--- config.mk ---
export PLATFORM = sky130hd
export DESIGN_NAME = longest_unique_substring_flat
export DESIGN_NICKNAME = d
export VERILOG_FILES = /design/src/sv/lus_pkg.sv /design/src/sv/lus_if.sv /design/src/sv/longest_unique_substring.sv /design/src/sv/lus_win_cell.sv /design/src/sv/lus_best_cell.sv /design/src/flat_wrapper.sv
export SDC_FILE = /design/constraint.sdc
export NUM_CORES = 1
export LEC_CHECK = 0
export ABC_AREA = 1
export CAP_MARGIN = 15
export CELL_PAD_IN_SITES_DETAIL_PLACEMENT = 0
export CELL_PAD_IN_SITES_GLOBAL_PLACEMENT = 1
export CORE_UTILIZATION = 48
export DETAILED_ROUTE_END_ITERATION = 12
export DONT_BUFFER_PORTS = 1
export PLACE_DENSITY_LB_ADDON = 0.1
export SETUP_SLACK_MARGIN = 0.1
export SKIP_CTS_REPAIR_TIMING = 1
export SYNTH_ARGS = -nofsm -noshare
export SYNTH_HDL_FRONTEND = slang
export SYNTH_SLANG_ARGS = --single-unit
--- constraint.sdc ---
create_clock -name clk_i -period 6.77 [get_ports clk_i]
set_clock_uncertainty 0.2 [all_clocks]
set_input_delay 1.354 -clock clk_i [delete_from_list [all_inputs] [get_ports clk_i]]
set_output_delay 1.354 -clock clk_i [all_outputs]
set_load 0.05 [all_outputs]
--- src/sv/lus_pkg.sv ---
package lus_pkg;

  // Default alphabet size and the fixed field widths.
  localparam int AlphabetSizeDef = 26;
  localparam int LetterW         = 5;
  localparam int LenW            = 5;

  // Letter reported with the single result of an empty string.
  localparam logic [LetterW-1:0] EmptyLetter = '0;

  // Controls that are broadcast along the row of window cells.
  typedef struct packed {
    logic clear;  // empty the window
    logic shift;  // drop the oldest letter, all cells move one place down
  } win_ctl_t;

  // Controls that are broadcast along the row of best-substring cells.
  typedef struct packed {
    logic load;   // copy the window as the new best substring
    logic shift;  // move one place down while the result is read out
  } best_ctl_t;

endpackage

--- src/sv/lus_if.sv ---
interface lus_in_if;
  import lus_pkg::*;

  logic               valid;
  logic               ready;
  logic [LetterW-1:0] letter;
  logic               end_of_string;

  modport source (output valid, output letter, output end_of_string, input ready);
  modport sink   (input valid, input letter, input end_of_string, output ready);
endinterface

interface lus_out_if;
  import lus_pkg::*;

  logic               valid;
  logic               ready;
  logic [LenW-1:0]    best_length;
  logic [LetterW-1:0] out_letter;
  logic               is_empty;
  logic               last_of_run;

  modport source (output valid, output best_length, output out_letter,
                  output is_empty, output last_of_run, input ready);
  modport sink   (input valid, input best_length, input out_letter,
                  input is_empty, input last_of_run, output ready);
endinterface

--- src/sv/longest_unique_substring.sv ---
// Channel | Dir | Payload                                          | Handshake
// in_i    | in  | letter[4:0], end_of_string                       | valid/ready
// out_o   | out | best_length[4:0], out_letter[4:0], is_empty,     | valid/ready
//         |     | last_of_run                                      |
//
// A letter that is not yet in the window is appended as it is taken. A repeated
// letter starts a shrink in which the window row of cells drops one letter per
// cycle, the repeat included; the new letter then takes the freed top slot.
// On the end mark the best substring leaves at one result per cycle while the output
// is ready, one result for an empty string; all state is cleared with the last result.
// Input is taken only while no letter is being processed and no result waits;
// a stalled output holds its result. Reset is asynchronous, active low.
module longest_unique_substring #(
  parameter int AlphabetSize = lus_pkg::AlphabetSizeDef
) (
  input  logic clk_i,
  input  logic rst_ni,
  lus_in_if.sink    in_i,
  lus_out_if.source out_o
);
  import lus_pkg::*;

  localparam int SizeW = $clog2(AlphabetSize + 1);

  localparam logic [1:0] StIdle   = 2'd0;
  localparam logic [1:0] StShrink = 2'd1;
  localparam logic [1:0] StOut    = 2'd2;

  logic [1:0]         state_q, state_d;
  logic [SizeW-1:0]   size_q, size_d;
  logic [SizeW-1:0]   best_q, best_d;
  logic [SizeW-1:0]   idx_q, idx_d;
  logic [LetterW-1:0] code_q, code_d;
  logic               last_q, last_d;

  logic [LetterW-1:0] code;
  logic               in_acc, out_acc, in_range, any_match, popped_hit;
  logic               append_en;
  logic [SizeW-1:0]   app_idx;
  win_ctl_t           win_ctl;
  best_ctl_t          best_ctl;

  logic [AlphabetSize-1:0]              win_valid, win_match, append_here;
  logic [AlphabetSize-1:0][LetterW-1:0] win_letter, best_letter;

  assign in_acc   = in_i.valid && in_i.ready;
  assign out_acc  = out_o.valid && out_o.ready;
  assign code     = (state_q == StIdle) ? in_i.letter : code_q;
  assign in_range = 32'(in_i.letter) < AlphabetSize;
  assign any_match  = |win_match;
  assign popped_hit = win_letter[0] == code_q;

  // Sequencer: append, shrink one letter per cycle, then read out.
  always_comb begin
    state_d   = state_q;
    size_d    = size_q;
    best_d    = best_q;
    idx_d     = idx_q;
    code_d    = code_q;
    last_d    = last_q;
    append_en = 1'b0;
    app_idx   = size_q;
    win_ctl   = '0;
    best_ctl  = '0;
    unique case (state_q)
      StIdle: begin
        if (in_acc) begin
          code_d = in_i.letter;
          last_d = in_i.end_of_string;
          if (in_range && any_match) begin
            state_d = StShrink;
          end else begin
            if (in_range && (32'(size_q) < AlphabetSize)) begin
              append_en = 1'b1;
              size_d    = size_q + SizeW'(1);
              if (size_d > best_q) begin
                best_d        = size_d;
                best_ctl.load = 1'b1;
              end
            end
            state_d = in_i.end_of_string ? StOut : StIdle;
          end
        end
      end
      StShrink: begin
        win_ctl.shift = 1'b1;
        if (popped_hit) begin
          // The repeat is gone: the new letter takes the freed top slot.
          append_en = 1'b1;
          app_idx   = size_q - SizeW'(1);
          state_d   = last_q ? StOut : StIdle;
        end else begin
          size_d = size_q - SizeW'(1);
        end
      end
      StOut: begin
        if (out_acc) begin
          if (out_o.last_of_run) begin
            win_ctl.clear = 1'b1;
            size_d        = '0;
            best_d        = '0;
            idx_d         = '0;
            state_d       = StIdle;
          end else begin
            best_ctl.shift = 1'b1;
            idx_d          = idx_q + SizeW'(1);
          end
        end
      end
      default: begin
        state_d = StIdle;
      end
    endcase
  end

  always_ff @(posedge clk_i or negedge rst_ni) begin
    if (!rst_ni) begin
      state_q <= StIdle;
      size_q  <= '0;
      best_q  <= '0;
      idx_q   <= '0;
      last_q  <= 1'b0;
    end else begin
      state_q <= state_d;
      size_q  <= size_d;
      best_q  <= best_d;
      idx_q   <= idx_d;
      last_q  <= last_d;
    end
  end

  always_ff @(posedge clk_i) begin
    code_q <= code_d;
  end

  // Row of window cells, oldest letter in cell zero, with a best copy beside.
  for (genvar k = 0; k < AlphabetSize; k++) begin : g_cell
    logic [LetterW-1:0] next_letter, next_best, src_letter;
    logic               next_valid;

    assign append_here[k] = append_en && (app_idx == SizeW'(k));
    assign src_letter     = append_here[k] ? code : win_letter[k];

    if (k == AlphabetSize - 1) begin : g_end
      assign next_letter = '0;
      assign next_valid  = 1'b0;
      assign next_best   = '0;
    end else begin : g_mid
      assign next_letter = win_letter[k+1];
      assign next_valid  = win_valid[k+1];
      assign next_best   = best_letter[k+1];
    end

    lus_win_cell u_win (
      .clk_i         (clk_i),
      .rst_ni        (rst_ni),
      .ctl_i         (win_ctl),
      .append_i      (append_here[k]),
      .code_i        (code),
      .next_letter_i (next_letter),
      .next_valid_i  (next_valid),
      .letter_o      (win_letter[k]),
      .valid_o       (win_valid[k]),
      .match_o       (win_match[k])
    );

    lus_best_cell u_best (
      .clk_i         (clk_i),
      .ctl_i         (best_ctl),
      .src_letter_i  (src_letter),
      .next_letter_i (next_best),
      .letter_o      (best_letter[k])
    );
  end

  // Handshake and result fields.
  assign in_i.ready        = state_q == StIdle;
  assign out_o.valid       = state_q == StOut;
  assign out_o.is_empty    = best_q == '0;
  assign out_o.best_length = LenW'(32'(best_q));
  assign out_o.out_letter  = (best_q == '0) ? EmptyLetter : best_letter[0];
  assign out_o.last_of_run = (best_q == '0) || (idx_q == best_q - SizeW'(1));

  // The window never outgrows the best substring kept so far.
  assert property (@(posedge clk_i) disable iff (!rst_ni) size_q <= best_q)
    else $error("window longer than best substring");

  // Shrinking only runs while the pending letter is still in the window.
  assert property (@(posedge clk_i) disable iff (!rst_ni)
    state_q == StShrink |-> any_match && size_q != '0)
    else $error("shrink without a repeated letter");

  // The final result clears all state.
  assert property (@(posedge clk_i) disable iff (!rst_ni)
    out_acc && out_o.last_of_run |=> state_q == StIdle && best_q == '0 && win_valid == '0)
    else $error("state not cleared after the last result");

  // The number of valid window cells equals the window size.
  assert property (@(posedge clk_i) disable iff (!rst_ni)
    $countones(win_valid) == 32'(size_q))
    else $error("window cell count differs from window size");

endmodule

--- src/sv/lus_win_cell.sv ---
module lus_win_cell (
  input  logic                        clk_i,
  input  logic                        rst_ni,
  input  lus_pkg::win_ctl_t           ctl_i,
  input  logic                        append_i,
  input  logic [lus_pkg::LetterW-1:0] code_i,
  input  logic [lus_pkg::LetterW-1:0] next_letter_i,
  input  logic                        next_valid_i,
  output logic [lus_pkg::LetterW-1:0] letter_o,
  output logic                        valid_o,
  output logic                        match_o
);
  import lus_pkg::*;

  logic [LetterW-1:0] letter_q, letter_d;
  logic               valid_q, valid_d;

  // A clear empties the cell; else the cell takes the new letter when it is the append
  // slot, else the neighbor's letter while the window drops its oldest entry.
  always_comb begin
    letter_d = letter_q;
    valid_d  = valid_q;
    if (ctl_i.clear) begin
      valid_d = 1'b0;
    end else if (append_i) begin
      letter_d = code_i;
      valid_d  = 1'b1;
    end else if (ctl_i.shift) begin
      letter_d = next_letter_i;
      valid_d  = next_valid_i;
    end
  end

  always_ff @(posedge clk_i or negedge rst_ni) begin
    if (!rst_ni) begin
      valid_q <= 1'b0;
    end else begin
      valid_q <= valid_d;
    end
  end

  always_ff @(posedge clk_i) begin
    letter_q <= letter_d;
  end

  // A held letter equal to the incoming code means it repeats.
  assign match_o  = valid_q && (letter_q == code_i);
  assign letter_o = letter_q;
  assign valid_o  = valid_q;

endmodule

--- src/sv/lus_best_cell.sv ---
module lus_best_cell (
  input  logic                        clk_i,
  input  lus_pkg::best_ctl_t          ctl_i,
  input  logic [lus_pkg::LetterW-1:0] src_letter_i,
  input  logic [lus_pkg::LetterW-1:0] next_letter_i,
  output logic [lus_pkg::LetterW-1:0] letter_o
);
  import lus_pkg::*;

  logic [LetterW-1:0] letter_q, letter_d;

  // Load from the window on a new best, move down while reading out.
  always_comb begin
    letter_d = letter_q;
    if (ctl_i.load) begin
      letter_d = src_letter_i;
    end else if (ctl_i.shift) begin
      letter_d = next_letter_i;
    end
  end

  always_ff @(posedge clk_i) begin
    letter_q <= letter_d;
  end

  assign letter_o = letter_q;

endmodule

--- src/flat_wrapper.sv ---
// flat-port wrapper written by rule: the top's interface ports become plain ports
module longest_unique_substring_flat import lus_pkg::*;
#(
  parameter int AlphabetSize = lus_pkg::AlphabetSizeDef
)
  (clk_i, rst_ni, in_i_valid, in_i_letter, in_i_end_of_string, in_i_ready, out_o_valid, out_o_best_length, out_o_out_letter, out_o_is_empty, out_o_last_of_run, out_o_ready);
  lus_in_if in_i_i ();
  lus_out_if out_o_i ();
  input  logic clk_i;
  input  logic rst_ni;
  input wire logic [$bits(in_i_i.valid)-1:0] in_i_valid;
  input wire logic [$bits(in_i_i.letter)-1:0] in_i_letter;
  input wire logic [$bits(in_i_i.end_of_string)-1:0] in_i_end_of_string;
  output wire logic [$bits(in_i_i.ready)-1:0] in_i_ready;
  output wire logic [$bits(out_o_i.valid)-1:0] out_o_valid;
  output wire logic [$bits(out_o_i.best_length)-1:0] out_o_best_length;
  output wire logic [$bits(out_o_i.out_letter)-1:0] out_o_out_letter;
  output wire logic [$bits(out_o_i.is_empty)-1:0] out_o_is_empty;
  output wire logic [$bits(out_o_i.last_of_run)-1:0] out_o_last_of_run;
  input wire logic [$bits(out_o_i.ready)-1:0] out_o_ready;
  assign in_i_i.valid = in_i_valid;
  assign in_i_i.letter = in_i_letter;
  assign in_i_i.end_of_string = in_i_end_of_string;
  assign in_i_ready = in_i_i.ready;
  assign out_o_valid = out_o_i.valid;
  assign out_o_best_length = out_o_i.best_length;
  assign out_o_out_letter = out_o_i.out_letter;
  assign out_o_is_empty = out_o_i.is_empty;
  assign out_o_last_of_run = out_o_i.last_of_run;
  assign out_o_i.ready = out_o_ready;
  longest_unique_substring #(.AlphabetSize(AlphabetSize)) u_core (.clk_i(clk_i), .rst_ni(rst_ni), .in_i(in_i_i), .out_o(out_o_i));
endmodule
Yosys cells after proc, flatten, opt, wreduce, memory -nomap -nowiden
Index checks and enable logic that the tools add are counted.
{ "totals": {"out_inout_bits": 14, "inputBits": 10, "regBits": 309, "elab_cells": 552} }
{ "classes": {"order_cmp": 3, "muxes": 250, "eq_ne": 63, "n_addsub": 4, "n_reduce_logical": 147, "bitwise": 1} }
{ "ops": {"columns": ["cell", "n"], "rows": [
  ["2-to-1 mux 5 bit", 145],
  ["== test 5 bit", 28],
  ["2-to-1 mux 1 bit", 94],
  ["nonzero test 3 bit", 27],
  ["logical AND 1 bit", 56],
  ["AND reduction 2 bit", 28],
  ["nonzero test 2 bit", 28],
  ["== test 5 bit (second input constant)", 10],
  ["== test 5 x 4 -> 1 bit (second input constant)", 8],
  ["OR reduction 26 bit", 1],
  ["== test 5 x 3 -> 1 bit (second input constant)", 4],
  ["case mux 5 bit (3 select lines)", 1],
  ["2-to-1 mux 2 bit", 7],
  ["inequality test 2 bit (second input constant)", 7],
  ["AND reduction 7 bit", 2],
  ["adder 5 x 1 -> 5 bit (second input constant)", 2],
  ["== test 5 x 2 -> 1 bit (second input constant)", 2],
  ["logical NOT 5 bit", 2],
  ["less-than comparator 5 bit (second input constant)", 2],
  ["case mux 5 bit (2 select lines)", 1],
  ["subtractor 5 x 1 -> 5 bit (second input constant)", 2],
  ["case mux 2 bit (3 select lines)", 1],
  ["== test 5 x 1 -> 1 bit (second input constant)", 1],
  ["> comparator 5 bit", 1],
  ["8 further kinds", 8]
]} }

Logic depth before layout (Yosys ltp)
{ "logic_depth": {"ltp_word": 12, "depth_mapped": 25, "mapped_depth_nobuf": 20} }

By module
A second synthesis with hierarchy kept.
{ "unflattened": {"hier_cells": 2704, "area_unflattened_um2": 19336.0} }
{ "modules_own_cells": {"columns": ["mod", "seq_area_each_um2", "instances", "area_each_um2", "cells_each"], "rows": [
  ["lus_win_cell", 175.2, 26, 355.3, 50],
  ["lus_best_cell", 150.1, 26, 216.5, 22],
  ["longest_unique_substring", 600.6, 1, 4469.3, 832]
]} }

Least setup slack after synthesis
No wires, ideal clock.
{ "synth_timing": {"path_kind": "in2reg", "startpoint": "input in_i_letter[3]", "endpoint": "register u_core.g_cell[0].u_best.letter_q[0], enable pin", "setup_ns": 0.494, "slack_ns": 0.447, "n_path_buf": 2, "required_ns": 6.076, "arrival_time_ns": 5.629, "path_stages": 15, "cell_sequence": "nand2_1 nand2_1 buf_2 o21ai_0 nor2_1 nand3_1 nand2_1 nor2_1 nand2_1 nor2_1 nand3_2 nor2_4 inv_2 clkbuf_1 nand2_1"} }
{ "synth_via": {"elab_chain_len": 9, "elab_cells_between_ends": 62, "cone_classes": "1 x order compare; 26 x eq/ne; 5 x mux; 30 x reduce/logical"} }
{ "synth_rtl": {"columns": ["element", "line", "source"], "rows": [
  ["from (decl)", "flat_wrapper.sv:12", "input wire logic [$bits(in_i_i.letter)-1:0] in_i_letter;"],
  ["2-to-1 mux 5 bit", "longest_unique_substring.sv:48", "assign code = (state_q == StIdle) ? in_i.letter : code_q;"],
  ["== test 5 bit", "lus_win_cell.sv:47", "assign match_o = valid_q && (letter_q == code_i);"],
  ["logical AND 1 bit", "lus_win_cell.sv:47", null],
  ["OR reduction 26 bit", "longest_unique_substring.sv:50", "assign any_match = |win_match;"],
  ["logical AND 1 bit", "longest_unique_substring.sv:70", "if (in_range && any_match) begin"],
  ["2-to-1 mux 1 bit *", "longest_unique_substring.sv:70", null],
  ["2-to-1 mux 1 bit *", "longest_unique_substring.sv:67", "if (in_acc) begin"],
  ["2-to-1 mux 1 bit *", "longest_unique_substring.sv:65", "unique case (state_q)"],
  ["nonzero test 2 bit (no source line) *", null, null],
  ["to (signal assigned)", "lus_best_cell.sv:23", "letter_q <= letter_d;"],
  ["to (decl)", "lus_best_cell.sv:10", "logic [LetterW-1:0] letter_q, letter_d;"]
]} }
Every way passes the cells marked *; elsewhere a longest branch is shown, timed or not.
A chain may end at the register's enable or synchronous reset.

Final worst setup path
{ "layout_timing": {"startpoint": "register u_core.state_q[1]", "endpoint": "register u_core.g_cell[12].u_win.letter_q[0], enable pin"} }
{ "layout_via": {"elab_chain_len": 12, "elab_cells_between_ends": 72, "cone_classes": "29 x eq/ne; 8 x mux; 1 x bitwise; 34 x reduce/logical"} }
{ "layout_rtl": {"columns": ["element", "line", "source"], "rows": [
  ["from (decl)", "longest_unique_substring.sv:29", "logic [1:0] state_q, state_d;"],
  ["from (signal assigned)", "longest_unique_substring.sv:118", "state_q <= StIdle;"],
  ["from (signal assigned)", "longest_unique_substring.sv:124", "state_q <= state_d;"],
  ["logical NOT 2 bit", "longest_unique_substring.sv:48, longest_unique_substring.sv:65, longest_unique_substring.sv:177", null],
  ["2-to-1 mux 5 bit", "longest_unique_substring.sv:48", null],
  ["== test 5 bit", "lus_win_cell.sv:47", null],
  ["logical AND 1 bit", "lus_win_cell.sv:47", null],
  ["OR reduction 26 bit", "longest_unique_substring.sv:50", null],
  ["logical AND 1 bit", "longest_unique_substring.sv:70", null],
  ["2-to-1 mux 1 bit", "longest_unique_substring.sv:70", null],
  ["2-to-1 mux 1 bit", "longest_unique_substring.sv:67", null],
  ["case mux 1 bit (2 select lines)", "longest_unique_substring.sv:65", null],
  ["logical AND 1 bit", "longest_unique_substring.sv:141", "assign append_here[k] = append_en && (app_idx == SizeW'(k));"],
  ["nonzero test 2 bit (no source line)", null, null],
  ["AND reduction 2 bit (no source line) *", null, null],
  ["to (signal assigned)", "lus_win_cell.sv:43", "letter_q <= letter_d;"],
  ["to (decl)", "lus_win_cell.sv:15", "logic [LetterW-1:0] letter_q, letter_d;"]
]} }
Marks and branches as above.

==> impl_metrics.csv <==
group,metric,value,unit
cells_and_area,antenna_cells,0,
global_route,grt.overflow.total,0,
die,fp.dieH,196.2,um
clock_network,htree_levels,2,
power_and_ir_drop,power_density,549.2,mW/mm2
critical_path,crit_buf_inv,3,
clock_network,cts_buffer_depth,3,
critical_path,cp_max_fo,72,
timing,min_period_over_period,80.69,%
cells_and_area,drive_gt1_share,5.069,%
clock_network,insertion_delay,0.55,ns
route,wire_per_inst,19.26,um
synth,mappedNetlistNets,2446,
synth,ys_seq_area_share,50.06,%
timing,whs,0.2953,ns
die,rows,70,
critical_path,worstPathArrival,5.44,ns
global_route,use_met2,50.13,%
route,first_pass_iters,7,
critical_path,crit_chain,"inv_1 > ha_1 > nand2_1 > nand2_2 > buf_4 > nand2_1 > nand2_1 > nor2_1 > nand3_1 > nand2_1 > nor2_1 > nand2_1 > nor2_1 > nand3_2 > nand2_4 > buf_12 > nand2_1 > a21oi_1",
critical_path,cp_common_cell,"nand2_1",
die,fp.dieW,196.2,um
clock_network,cts_tree,"done",
timing,relSlewSlack,32.55,%
status,outcome,"finished clean",
global_route,grt_max_degree,75,
place,gp_congestion,0.9206,
timing,fin_crit,5.463,ns
global_route,met3_usage,5.381,%
clock_network,cts-root-buf,"clkbuf_16",
synth,synth_cell_types,40,
timing,worst_slew_pin_slew,1.009,ns
global_route,grt_pass1_vias,15330,
route,drc,0,
critical_path,slowest_delay,0.66,ns
cells_and_area,syn2layout_area_growth,8.532,%
worst_hold_path,hp-class,"input port to async pin",
synth,yosys.area.top_type,"edfxtp_1",
global_route,antenna_found_initial,0,
power_and_ir_drop,ir_drop,0.0004114,V
die,start_util,49.08,%
timing,final-hold-violation-count,0,
critical_path,cp_slowest_cell,"nand2_2",
critical_path,worstSetupEndpointType,"register",
critical_path,cp-start-kind,"register",
clock_network,clock-sinks,309,
critical_path,required,6.75,ns
job,timing.max_cap.violations,0,
power_and_ir_drop,p_leak,9.622,nW
die,io_pins,24,
critical_path,path_class,"register to register",
synth,netlist_instances,2423,
timing,setup_viol_count_final,0,
synth,ys_warn_count,0,
clock_network,clkTransAtPathRegs,0.06,ns
route,ant_nets,0,
die,die_area,0.03848,mm2
synth,ys_top_cells_by_area,"edfxtp_1 (44%), nand2_1 (25%), nand3_1 (6.1%), dfrtp_1 (6.1%), inv_1 (3.7%)",
place,io_buffers,0,
route,viasPerCell,5.439,
synth,yosys.area.top_type_share,43.97,%
global_route,grt_pass1_wl,87840,um
cells_and_area,fill_cells,3618,
global_route,top_usage_layer,"met2",
route,dr.first_iter.drc_count,1376,
timing,max_freq,183.1,MHz
timing,rsz0062_at_grt,"false",
global_route,track_usage,29.99,%
clock_network,cts_buffers,37,
synth,syn_area,0.01810,mm2
route,vias,15830,
die,coreArea,0.03687,mm2
timing,setup-tns-final,0,ns
global_route,use_met1,38.83,%
synth,ys_seq_elements,309,
timing,slew_viol_final,0,
cells_and_area,nets,2403,
route,routed_wl,56070,um
place,place_hpwl,38490,um
synth,syn_avg_cell_area,7.468,um2
critical_path,critPathTopFamily,"simple AND/OR/NAND/NOR gates",
[report_power, final]
group,internal (mW),leakage [nW],switching (mW)
logic,1.28,6.00,3.86
clock network,1.18,0.594,0.796
registers,3.27,3.03,0.409
[cells in the mapped netlist]
master,number
buf_8,1
nor2_2,6
or2_0,1
o21ai_0,68
a211oi_1,1
nor3b_1,1
nor2_1,156
clkbuf_1,41
a31oi_1,15
edfxtp_1,265
nand2_2,16
inv_2,1
dfrtp_1,44
nand3_2,1
nor4_1,1
buf_6,11
a21oi_1,49
xnor2_1,4
buf_2,44
a32o_1,1
o31ai_1,1
nand2_4,2
o21ai_1,12
o21ai_2,2
buf_4,8
nand3b_1,1
nor2_4,1
inv_4,1
mux2i_1,6
buf_1,6
a311oi_1,1
ha_1,13
inv_1,178
o22ai_1,5
nand3_1,221
nand4_1,10
a22oi_1,1
xor2_1,21
nand2_1,1204
nor3_1,2
[cell type report]
cell class | count | area [um2] | area share, %
inverters | 180 | 680.7 | 3.466
multi-input cells | 1823 | 7791 | 39.67
flip-flops and latches | 309 | 9059 | 46.12
well taps | 504 | 630.6 | 3.211
clock buffers | 49 | 1021 | 5.198
repair buffers | 29 | 292.8 | 1.491
clock inverters | 17 | 165.2 | 0.8409
[kinds of logic (layout without fill, tap and decap cells)]
logic type	count (synthesis)	in the layout	synth area share [%]
DFF	309	309	50.06
buffers and inverters	291	275	7.039
adders and majority gates	13	13	0.8989
muxes	6	6	0.3319
and+or+nand+nor	1623	1623	35.88
AOI/OAI and AO/OA	156	156	4.584
xor gates and xnor gates	25	25	1.210
[layout by cell type (no fill, tap or decap), drive strengths merged]
| master | n |
|---|---|
| dfrtp | 44 |
| o31ai | 1 |
| nand2 | 1222 |
| nor4 | 1 |
| nor3 | 2 |
| o22ai | 5 |
| clkinv | 12 |
| clkbuf | 49 |
| nand3 | 222 |
| a21oi | 49 |
| bufinv | 3 |
| or2 | 1 |
| a211oi | 1 |
| a311oi | 1 |
| edfxtp | 265 |
| xnor2 | 4 |
| ha | 13 |
| nor3b | 1 |
| xor2 | 21 |
| a31oi | 15 |
| mux2i | 6 |
| nor2 | 163 |
| inv | 182 |
| nand3b | 1 |
| buf | 29 |
| a32o | 1 |
| a22oi | 1 |
| o21ai | 82 |
| nand4 | 10 |
[final timing paths]
kind | from | endpoint | slack (ns) | depth (start not counted)
setup / recovery | u_core.state_q[1] | u_core.g_cell[12].u_win.letter_o[0] | 1.31 | 18
hold / removal | rst_ni | u_core.g_cell[25].u_win.valid_o | 0.30 | 0
setup reg to reg | u_core.state_q[1] | u_core.g_cell[12].u_win.letter_o[0] | 1.31 | 18
min in group clk_i | u_core.g_cell[17].u_best.letter_o[3] | u_core.g_cell[16].u_best.letter_o[3] | 0.31 | 2
hold reg to reg | u_core.g_cell[17].u_best.letter_o[3] | u_core.g_cell[16].u_best.letter_o[3] | 0.31 | 2
max in group asynchronous | rst_ni | u_core.g_cell[13].u_win.valid_o | 5.96 | 0
[routing by layer]
metal  up-vias  share of wire (%)  wire length, um
li1       7684                  -                -
met4         0                3.4             1910
met1      7455                 43            23920
met2       565                 47            26350
met5         -                  0                0
met3       129                6.9             3892
[sequential cells by signal (all words and copies together) (netlist names)]
signal	flops
u_core.g_cell.u_best.letter_o	130
u_core.g_cell.u_win.letter_o	130
u_core.g_cell.u_win.valid_o	26
u_core.code_q	5
u_core.idx_q	5
u_core.out_o.best_length	5
u_core.size_q	5
u_core.state_q	2
u_core.last_q	1
[through the flow]
stage,cell area [um2],setup WS [ns],util (%),cells,total power [mW]
floorplan,18100,0.4473,-,2423,7.211
global placement,18450,1.432,50.05,2845,8.735
detailed placement,18450,1.241,50.05,2845,8.828
CTS,19640,1.453,53.26,2911,10.81
global route,19640,0.9958,53.26,2911,11.53
finish,19640,1.307,53.26,2911,10.79
Note: power is estimated with default switching activity, not from simulation.
